===== config.mk =====
export PLATFORM = sky130hd
export DESIGN_NAME = dns_response_address_extractor
export DESIGN_NICKNAME = d
export VERILOG_FILES = /design/src/hw/rtl/dre_pkg.sv /design/src/hw/rtl/dns_response_address_extractor.sv /design/src/hw/rtl/dre_parser.sv
export SDC_FILE = /design/constraint.sdc
export NUM_CORES = 1
export LEC_CHECK = 0
export BUFFER_PORTS_ARGS = -buffer_cell sky130_fd_sc_hd__buf_4
export CAP_MARGIN = 20
export CORE_ASPECT_RATIO = 0.6
export CORE_MARGIN = 2
export CORE_UTILIZATION = 50
export DETAILED_ROUTE_END_ITERATION = 7
export GPL_ROUTABILITY_DRIVEN = 1
export MAX_ROUTING_LAYER = met4
export PLACE_DENSITY_LB_ADDON = 0.12
export SLEW_MARGIN = 25
export SYNTH_ARGS = -nofsm -noshare
export SYNTH_HDL_FRONTEND = slang
export SYNTH_SLANG_ARGS = --single-unit
export TNS_END_PERCENT = 5

===== constraint.sdc =====
create_clock -name clk -period 3.2 [get_ports clk]
set_input_delay 0.48 -clock clk [delete_from_list [all_inputs] [get_ports clk]]
set_output_delay 0.48 -clock clk [all_outputs]
set_load 0.02 [all_outputs]

===== src/hw/rtl/dre_pkg.sv =====
package dre_pkg;

	localparam int unsigned MAX_PACKET_BYTES_DEF = 4096;

	// header length in bytes
	localparam int unsigned HDR_BYTES = 12;

	// result status codes
	localparam logic [2:0] ST_OK          = 3'd0;
	localparam logic [2:0] ST_RUNT        = 3'd1;
	localparam logic [2:0] ST_BAD_QDCOUNT = 3'd2;
	localparam logic [2:0] ST_NO_ANSWERS  = 3'd3;
	localparam logic [2:0] ST_BAD_QTYPE   = 3'd4;
	localparam logic [2:0] ST_NOT_IPV4    = 3'd5;
	localparam logic [2:0] ST_NO_ADDRESS  = 3'd6;
	localparam logic [2:0] ST_TRUNCATED   = 3'd7;

	typedef struct packed {
		logic [7:0] data_byte;
		logic       packet_end;
	} in_item_t;

	typedef struct packed {
		logic [2:0]  status;
		logic [15:0] transaction_id;
		logic [31:0] ipv4_address;
	} out_item_t;

endpackage


===== src/hw/rtl/dns_response_address_extractor.sv =====
// Last byte path: input register, then output register, which drives out_valid.
// Throughput: one byte per cycle; a last byte waits in the input register only
// while a previous result is still held unread in the output register.
// Reset: arst_n (async, active low) clears the parser to the header phase and
// empties the input and output registers; the parser also rearms after each packet.
module dns_response_address_extractor #(
	parameter int unsigned MAX_PACKET_BYTES = dre_pkg::MAX_PACKET_BYTES_DEF
) (
	input  logic               clk,
	input  logic               arst_n,
	input  logic               in_valid,
	output logic               in_ready,
	input  dre_pkg::in_item_t  in_data,
	output logic               out_valid,
	input  logic               out_ready,
	output dre_pkg::out_item_t out_data
);

	// input register: one byte transaction waiting for the parser
	logic              in_valid_s1;
	dre_pkg::in_item_t in_data_s1;

	// result register
	logic               out_valid_q;
	dre_pkg::out_item_t out_data_q;

	dre_pkg::out_item_t result;
	logic               advance;
	logic               out_free;

	// A byte that does not end the packet never needs the output slot, so
	// parsing keeps going while a result waits. Only a last byte stalls.
	assign out_free = !out_valid_q || out_ready;
	assign advance  = in_valid_s1 && (!in_data_s1.packet_end || out_free);
	assign in_ready = !in_valid_s1 || advance;

	always_ff @(posedge clk or negedge arst_n) begin
		if (!arst_n) begin
			in_valid_s1 <= 1'b0;
		end else if (in_ready) begin
			in_valid_s1 <= in_valid;
		end
	end

	always_ff @(posedge clk) begin
		if (in_ready && in_valid)
			in_data_s1 <= in_data;
	end

	// header fields, question skip, record walk and status all live here
	dre_parser #(
		.MAX_PACKET_BYTES(MAX_PACKET_BYTES)
	) u_parser (
		.clk    (clk),
		.arst_n (arst_n),
		.advance(advance),
		.item   (in_data_s1),
		.result (result)
	);

	always_ff @(posedge clk or negedge arst_n) begin
		if (!arst_n) begin
			out_valid_q <= 1'b0;
		end else if (advance && in_data_s1.packet_end) begin
			out_valid_q <= 1'b1;
		end else if (out_ready) begin
			out_valid_q <= 1'b0;
		end
	end

	always_ff @(posedge clk) begin
		if (advance && in_data_s1.packet_end)
			out_data_q <= result;
	end

	assign out_valid = out_valid_q;
	assign out_data  = out_data_q;

`ifndef NO_ASSERTIONS
	// a held result must block the next packet end in the input register
	a_last_blocked: assert property (@(posedge clk) disable iff (!arst_n)
		(in_valid_s1 && in_data_s1.packet_end && out_valid_q && !out_ready) |-> !in_ready)
		else $error("last byte advanced over an unread result");

	// address is only reported with an ok status
	a_addr_zero: assert property (@(posedge clk) disable iff (!arst_n)
		(out_valid_q && out_data_q.status != dre_pkg::ST_OK) |-> (out_data_q.ipv4_address == 32'd0))
		else $error("nonzero address with error status");

	// every packet end that advances shows up as a result next cycle
	a_result_loaded: assert property (@(posedge clk) disable iff (!arst_n)
		(advance && in_data_s1.packet_end) |=> out_valid_q)
		else $error("packet end produced no result");
`endif

endmodule


===== src/hw/rtl/dre_parser.sv =====
// Per-byte parse state; next state and end-of-packet result are combinational from the current byte.
module dre_parser #(
	parameter int unsigned MAX_PACKET_BYTES = dre_pkg::MAX_PACKET_BYTES_DEF
) (
	input  logic               clk,
	input  logic               arst_n,
	input  logic               advance,
	input  dre_pkg::in_item_t  item,
	output dre_pkg::out_item_t result
);

	localparam int unsigned POS_W = $clog2(MAX_PACKET_BYTES + 1);

	localparam logic [3:0] PH_HDR    = 4'd0;
	localparam logic [3:0] PH_QNAME  = 4'd1;
	localparam logic [3:0] PH_QTAIL  = 4'd2;
	localparam logic [3:0] PH_RNAME  = 4'd3;
	localparam logic [3:0] PH_LABELS = 4'd4;
	localparam logic [3:0] PH_PTR2   = 4'd5;
	localparam logic [3:0] PH_FIXED  = 4'd6;
	localparam logic [3:0] PH_SKIP   = 4'd7;
	localparam logic [3:0] PH_ADDR   = 4'd8;
	localparam logic [3:0] PH_DONE   = 4'd9;

	localparam logic [1:0] KIND_NONE  = 2'd0;
	localparam logic [1:0] KIND_CNAME = 2'd1;
	localparam logic [1:0] KIND_A     = 2'd2;

	localparam logic [3:0] REC_GUARD = 4'd13;

	logic [3:0]       phase_q,  n_phase;
	logic [POS_W-1:0] pos_q,    n_pos;
	logic [3:0]       fc_q,     n_fc;
	logic [15:0]      id_q,     n_id;
	logic [15:0]      word_q,   n_word;
	logic [15:0]      skip_q,   n_skip;
	logic [31:0]      addr_q,   n_addr;
	logic [2:0]       early_q,  n_early;
	logic [3:0]       rec_q,    n_rec;
	logic [1:0]       kind_q,   n_kind;
	logic [2:0]       fin_status;

	always_comb begin
		n_phase = phase_q;
		n_pos   = pos_q;
		n_fc    = fc_q;
		n_id    = id_q;
		n_word  = word_q;
		n_skip  = skip_q;
		n_addr  = addr_q;
		n_early = early_q;
		n_rec   = rec_q;
		n_kind  = kind_q;

		if (pos_q < POS_W'(MAX_PACKET_BYTES)) begin
			n_pos = pos_q + POS_W'(1);
			if (phase_q >= PH_RNAME && phase_q <= PH_ADDR && rec_q < REC_GUARD)
				n_rec = rec_q + 4'd1;

			unique case (phase_q)
				PH_HDR: begin
					if (pos_q < POS_W'(2)) begin
						n_id = {id_q[7:0], item.data_byte};
					end else if (pos_q >= POS_W'(4) && pos_q <= POS_W'(7)) begin
						n_word = {word_q[7:0], item.data_byte};
						if (pos_q == POS_W'(5) && n_word != 16'd1) begin
							n_phase = PH_DONE;
							n_early = dre_pkg::ST_BAD_QDCOUNT;
						end else if (pos_q == POS_W'(7) && n_word == 16'd0) begin
							n_phase = PH_DONE;
							n_early = dre_pkg::ST_NO_ANSWERS;
						end
					end
					if (pos_q == POS_W'(dre_pkg::HDR_BYTES - 1) && n_phase == PH_HDR)
						n_phase = PH_QNAME;
				end
				PH_QNAME: begin
					if (item.data_byte == 8'd0) begin
						n_phase = PH_QTAIL;
						n_fc    = 4'd0;
					end
				end
				PH_QTAIL: begin
					n_fc = fc_q + 4'd1;
					if (n_fc <= 4'd2)
						n_word = {word_q[7:0], item.data_byte};
					if (n_fc == 4'd2 && n_word != 16'd1) begin
						n_phase = PH_DONE;
						n_early = dre_pkg::ST_BAD_QTYPE;
					end else if (n_fc == 4'd4) begin
						n_phase = PH_RNAME;
						n_rec   = 4'd0;
						n_fc    = 4'd0;
						n_kind  = KIND_NONE;
					end
				end
				PH_RNAME: begin
					if (item.data_byte == 8'hC0) begin
						n_phase = PH_PTR2;
					end else if (item.data_byte == 8'd0) begin
						n_phase = PH_FIXED;
						n_fc    = 4'd0;
					end else begin
						n_phase = PH_LABELS;
					end
				end
				PH_LABELS: begin
					if (item.data_byte == 8'd0) begin
						n_phase = PH_FIXED;
						n_fc    = 4'd0;
					end
				end
				PH_PTR2: begin
					n_phase = PH_FIXED;
					n_fc    = 4'd0;
				end
				PH_FIXED: begin
					n_fc = fc_q + 4'd1;
					if (n_fc <= 4'd2 || n_fc >= 4'd9)
						n_word = {word_q[7:0], item.data_byte};
					if (n_fc == 4'd2) begin
						if (n_word == 16'd5) begin
							n_kind = KIND_CNAME;
						end else if (n_word == 16'd1) begin
							n_kind = KIND_A;
						end else begin
							n_phase = PH_DONE;
							n_early = dre_pkg::ST_NO_ADDRESS;
						end
					end else if (n_fc == 4'd10) begin
						if (kind_q == KIND_CNAME) begin
							n_skip = n_word;
							if (n_word == 16'd0) begin
								n_phase = PH_RNAME;
								n_rec   = 4'd0;
								n_fc    = 4'd0;
								n_kind  = KIND_NONE;
							end else begin
								n_phase = PH_SKIP;
							end
						end else begin
							n_phase = PH_ADDR;
							n_fc    = 4'd0;
							n_addr  = 32'd0;
						end
					end
				end
				PH_SKIP: begin
					n_skip = skip_q - 16'd1;
					if (n_skip == 16'd0) begin
						n_phase = PH_RNAME;
						n_rec   = 4'd0;
						n_fc    = 4'd0;
						n_kind  = KIND_NONE;
					end
				end
				PH_ADDR: begin
					if (fc_q < 4'd4) begin
						n_addr = {addr_q[23:0], item.data_byte};
						n_fc   = fc_q + 4'd1;
					end
					if (n_rec >= REC_GUARD) begin
						if (word_q != 16'd4) begin
							n_phase = PH_DONE;
							n_early = dre_pkg::ST_NOT_IPV4;
						end else if (n_fc == 4'd4) begin
							n_phase = PH_DONE;
							n_early = dre_pkg::ST_OK;
						end
					end
				end
				default: ;
			endcase
		end
	end

	// status as seen on the last byte, from the updated state
	always_comb begin
		if (n_pos < POS_W'(dre_pkg::HDR_BYTES)) begin
			fin_status = dre_pkg::ST_RUNT;
		end else begin
			case (n_phase) inside
				PH_DONE:            fin_status = n_early;
				PH_QNAME, PH_QTAIL: fin_status = dre_pkg::ST_BAD_QTYPE;
				PH_ADDR: begin
					if (n_fc == 4'd0 || n_rec < REC_GUARD)
						fin_status = dre_pkg::ST_NO_ADDRESS;
					else if (n_word != 16'd4)
						fin_status = dre_pkg::ST_NOT_IPV4;
					else
						fin_status = dre_pkg::ST_TRUNCATED;
				end
				default:            fin_status = dre_pkg::ST_NO_ADDRESS;
			endcase
		end
	end

	assign result.status         = fin_status;
	assign result.transaction_id = n_id;
	assign result.ipv4_address   = (fin_status == dre_pkg::ST_OK) ? n_addr : 32'd0;

	always_ff @(posedge clk or negedge arst_n) begin
		if (!arst_n) begin
			phase_q <= PH_HDR;
			pos_q   <= '0;
			fc_q    <= '0;
			id_q    <= '0;
			word_q  <= '0;
			skip_q  <= '0;
			addr_q  <= '0;
			early_q <= dre_pkg::ST_OK;
			rec_q   <= '0;
			kind_q  <= KIND_NONE;
		end else if (advance) begin
			if (item.packet_end) begin
				// rearm for the next packet
				phase_q <= PH_HDR;
				pos_q   <= '0;
				fc_q    <= '0;
				id_q    <= '0;
				word_q  <= '0;
				skip_q  <= '0;
				addr_q  <= '0;
				early_q <= dre_pkg::ST_OK;
				rec_q   <= '0;
				kind_q  <= KIND_NONE;
			end else begin
				phase_q <= n_phase;
				pos_q   <= n_pos;
				fc_q    <= n_fc;
				id_q    <= n_id;
				word_q  <= n_word;
				skip_q  <= n_skip;
				addr_q  <= n_addr;
				early_q <= n_early;
				rec_q   <= n_rec;
				kind_q  <= n_kind;
			end
		end
	end

endmodule


==> impl_metrics.env <==
export IMPL_status="complete, but fails checks"
export IMPL_violations="hold timing, setup timing"
export IMPL_post_route_util_pct=65.4
export IMPL_drt_met1_wl_um=15100
export IMPL_wl_met2_um=11400
export IMPL_clock_skew_final_ps=9.03
export IMPL_max_cap_violations=0
export IMPL_area_growth_pct=27.7
export IMPL_synth_xor_area_share_pct=0.615
export IMPL_drc=0
export IMPL_num_vias=8785
export IMPL_core_rowCount=39
export IMPL_period_share_pct=105
export IMPL_wl_per_cell_um=21.1
export IMPL_syn_area_per_cell_sq_um=9.99
export IMPL_p_per_area_mw_per_mm2=500
export IMPL_grt_total_usage_pct=30.9
export IMPL_tritoncts="done"
export IMPL_viasPerCell=6.19
export IMPL_yosys_area_share_simple_pct=18.6
export IMPL_synth_edf_count=60
export IMPL_start_util_pct=51.2
export IMPL_synth_mux_area_share_pct=4.79
export IMPL_drt_initial_drc_count=1097
export IMPL_final_cell_count_no_fill=1419
export IMPL_place_congestion=0.998
export IMPL_wl_met3_um=3000
export IMPL_ant_nets=0
export IMPL_yosysMostFrequentCell="dfrtp_1"
export IMPL_worstPathArrival_ps=3670
export IMPL_yosysTopAreaCell="dfrtp_1"
export IMPL_fin_tns_setup_ps=-3680
export IMPL_syn_inst=978
export IMPL_worst_slew_pin_slew_ps=729
export IMPL_grt_pass1_wl_um=47200
export IMPL_coreArea_sq_mm=0.0191
export IMPL_rsz0062_at_grt="true"
export IMPL_grt_antenna_before_repair=1
export IMPL_synth_area_sq_mm=0.00977
export IMPL_critPathKind="reg -> reg"
export IMPL_num_io_pins=66
export IMPL_placedCellCount=1371
export IMPL_hp_class="in -> async"
export IMPL_syn_num_nets=1001
export IMPL_ys_flop_type="dfrtp_1"
export IMPL_highest_layer="met4"
export IMPL_cts_root_buf="clkbuf_16"
export IMPL_crit_required_ps=3510
export IMPL_worst_ir_drop_vdd_mv=0.407
export IMPL_synth_compound_area_share_pct=23.3
export IMPL_io_buffers=65
export IMPL_netlist_top_cells_count="dfrtp_1 (112), nor2_1 (94), o21ai_0 (82), a22o_1 (63), edfxtp_1 (60)"
export IMPL_die_area_sq_mm=0.0207
export IMPL_min_period_ps=3360
export IMPL_design_power_total_w=0.00625
export IMPL_yosysUniqueCellTypes=93
export IMPL_startpoint_type="register"
export IMPL_yosysSeqAreaShare_pct=47.1
export IMPL_grt_max_degree=79
export IMPL_cts_sinks=172
export IMPL_fmax_ghz=0.298
export IMPL_yosys_top_cells_area="dfrtp_1 (29%), edfxtp_1 (18%), a22o_1 (5.6%)"
export IMPL_insertion_delay_ps=450
export IMPL_async_reset_ff_share_pct=65.1
export IMPL_cts_made_buffers=17
export IMPL_final_nets=1162
export IMPL_grt_pass1_vias=8066
export IMPL_clk_pin_slew_worst_paths_ps=70
export IMPL_finalWirelength_um=30000
export IMPL_relSlewSlack_pct=50.9
export IMPL_leakage_nw=5.18
export IMPL_die_y_um=112
export IMPL_cts_max_path_buffers=2
export IMPL_yosys_warnings=0
export IMPL_synth_top_family_by_area="compound AO/OA/AOI/OAI gates"
export IMPL_fin_ws_ps=-158
export IMPL_htreeDepth=4
export IMPL_fp_dieW_um=184
export IMPL_synthAdderAreaFrac_pct=1.28
export IMPL_synth_seq_cells=172
export IMPL_path_max_fanout=8
export IMPL_grt_remaining_overflow=0
export IMPL_hold_violations=4
export IMPL_crit_path_end_kind="register"
export IMPL_layout_drive_gt1_share_pct=32.6
export IMPL_yosysTopAreaCellShare_pct=28.7
export IMPL_hold_slack_ps=-9.28
export IMPL_first_pass_iters=8
export IMPL_setup_viol=33
export IMPL_hpwl_um=20500
export IMPL_maxSlewViolCount=0
==> kinds of logic after synthesis <==
kind of cell	count (synthesis)
xor+xnor	6
buf+inv	95
simple gates	329
flops	172
fa+ha+maj	10
compound gates	323
mux	43
==> placed cells by master (no fill, tap or decap), types with 5 or more instances in the layout <==
cell / n
buf_4: 204
and2_1: 13
edfxtp_1: 60
ha_1: 6
a22o_1: 63
o21ai_0: 80
clkbuf_16: 17
nand3_1: 24
buf_12: 5
nor3_1: 14
a32o_1: 5
a31oi_1: 10
and3b_1: 5
a21oi_1: 40
nand2_1: 53
o31ai_1: 9
mux2i_1: 15
and3_1: 9
nor2_2: 14
a211oi_1: 6
inv_1: 18
nand4_1: 11
o22ai_1: 6
a22oi_1: 32
nor4_1: 13
dfrtp_1: 111
nor2_4: 22
nand2b_1: 11
nand3b_1: 9
nor2_1: 79
mux2_2: 26
==> path summary, 6_finish.rpt <==
check	startpoint	endpoint	slack [ps]	cells past startpoint
max in group asynchronous	arst_n	u_parser.addr_q[29]$_DFFE_PN0P_	2390	2
worst min-delay path	arst_n	u_parser.rec_q[1]$_DFFE_PN0P_	-9	1
worst max-delay path	u_parser.fc_q[1]$_DFFE_PN0P_	out_data[8]$_SDFFCE_PP0P_	-160	13
min in group clk	in_data[4]	in_data_s1[4]$_DFFE_PP_	210	1
worst max register to register	u_parser.fc_q[1]$_DFFE_PN0P_	out_data[8]$_SDFFCE_PP0P_	-160	13
worst min register to register	u_parser.kind_q[0]$_DFFE_PN0P_	u_parser.kind_q[0]$_DFFE_PN0P_	480	1
==> timing repair <==
action                                  CTS  global route
gates resized for setup                  67            24
pin swaps                                35            13
cloned                                    3             0
hold buffers                              0             0
setup buffers                             7             6
endpoints found under the setup margin   35            38
==> per-layer routing <==
metal / track usage (%) / vias to the layer above
met3: 8.05 / 39
met4: 7.20 / 0
met5: - / -
met2: 36.4 / 448
li1: - / 4044
met1: 50.6 / 4254
==> metrics by stage <==
| step | worst slack, ps | instance area (sq um) |
|---|---|---|
| floorplan | 2.94 | 9770 |
| global route | -269 | 12500 |
| global placement | -151 | 11300 |
| detailed placement | -269 | 11300 |
| CTS | -113 | 12300 |
| finish | -158 | 12500 |
==> worst max-delay path, cell delays in order, from the launching register on <==
cell and delay, ps:
dfrtp_1 400, inv_2 70, buf_4 160, ha_4 140, nand3b_1 260, mux2i_2 310, mux2_4 350, o211ai_2 150
o211ai_2 150, or4b_4 560, nand4b_4 240, buf_6 180, buf_16 160, nor2_2 80
==> final cells by class <==
cell class	instances	area [sq um]
fillers	1543	6600
multi-input cells	711	5140
flip-flops and latches	172	4610
repair buffers	216	1750
clock buffers	19	443
well taps	266	333
clock inverters	13	134
inverters	21	78.8
diodes	1	2.50
==> report_power, final <==
| group | internal (W) | total (W) | leakage, nW | switching, W |
|---|---|---|---|---|
| Combinational | 0.000701 | 0.00157 | 2.78 | 0.000868 |
| Sequential | 0.00246 | 0.00259 | 2.11 | 0.000130 |
| Clock | 0.00111 | 0.00209 | 0.281 | 0.000970 |
| Total | 0.00428 | 0.00625 | 5.18 | 0.00197 |
==> registers in the layout, indices dropped and copies added (netlist names) <==
register / cells
out_valid: 1
u_parser.word_q: 16
u_parser.skip_q: 16
u_parser.fc_q: 4
out_data: 51
u_parser.pos_q: 13
u_parser.early_q: 3
u_parser.id_q: 16
u_parser.rec_q: 4
u_parser.phase_q: 4
u_parser.kind_q: 2
u_parser.addr_q: 32
in_data_s1: 9
in_valid_s1: 1
Power figures use the tool's default switching activity.
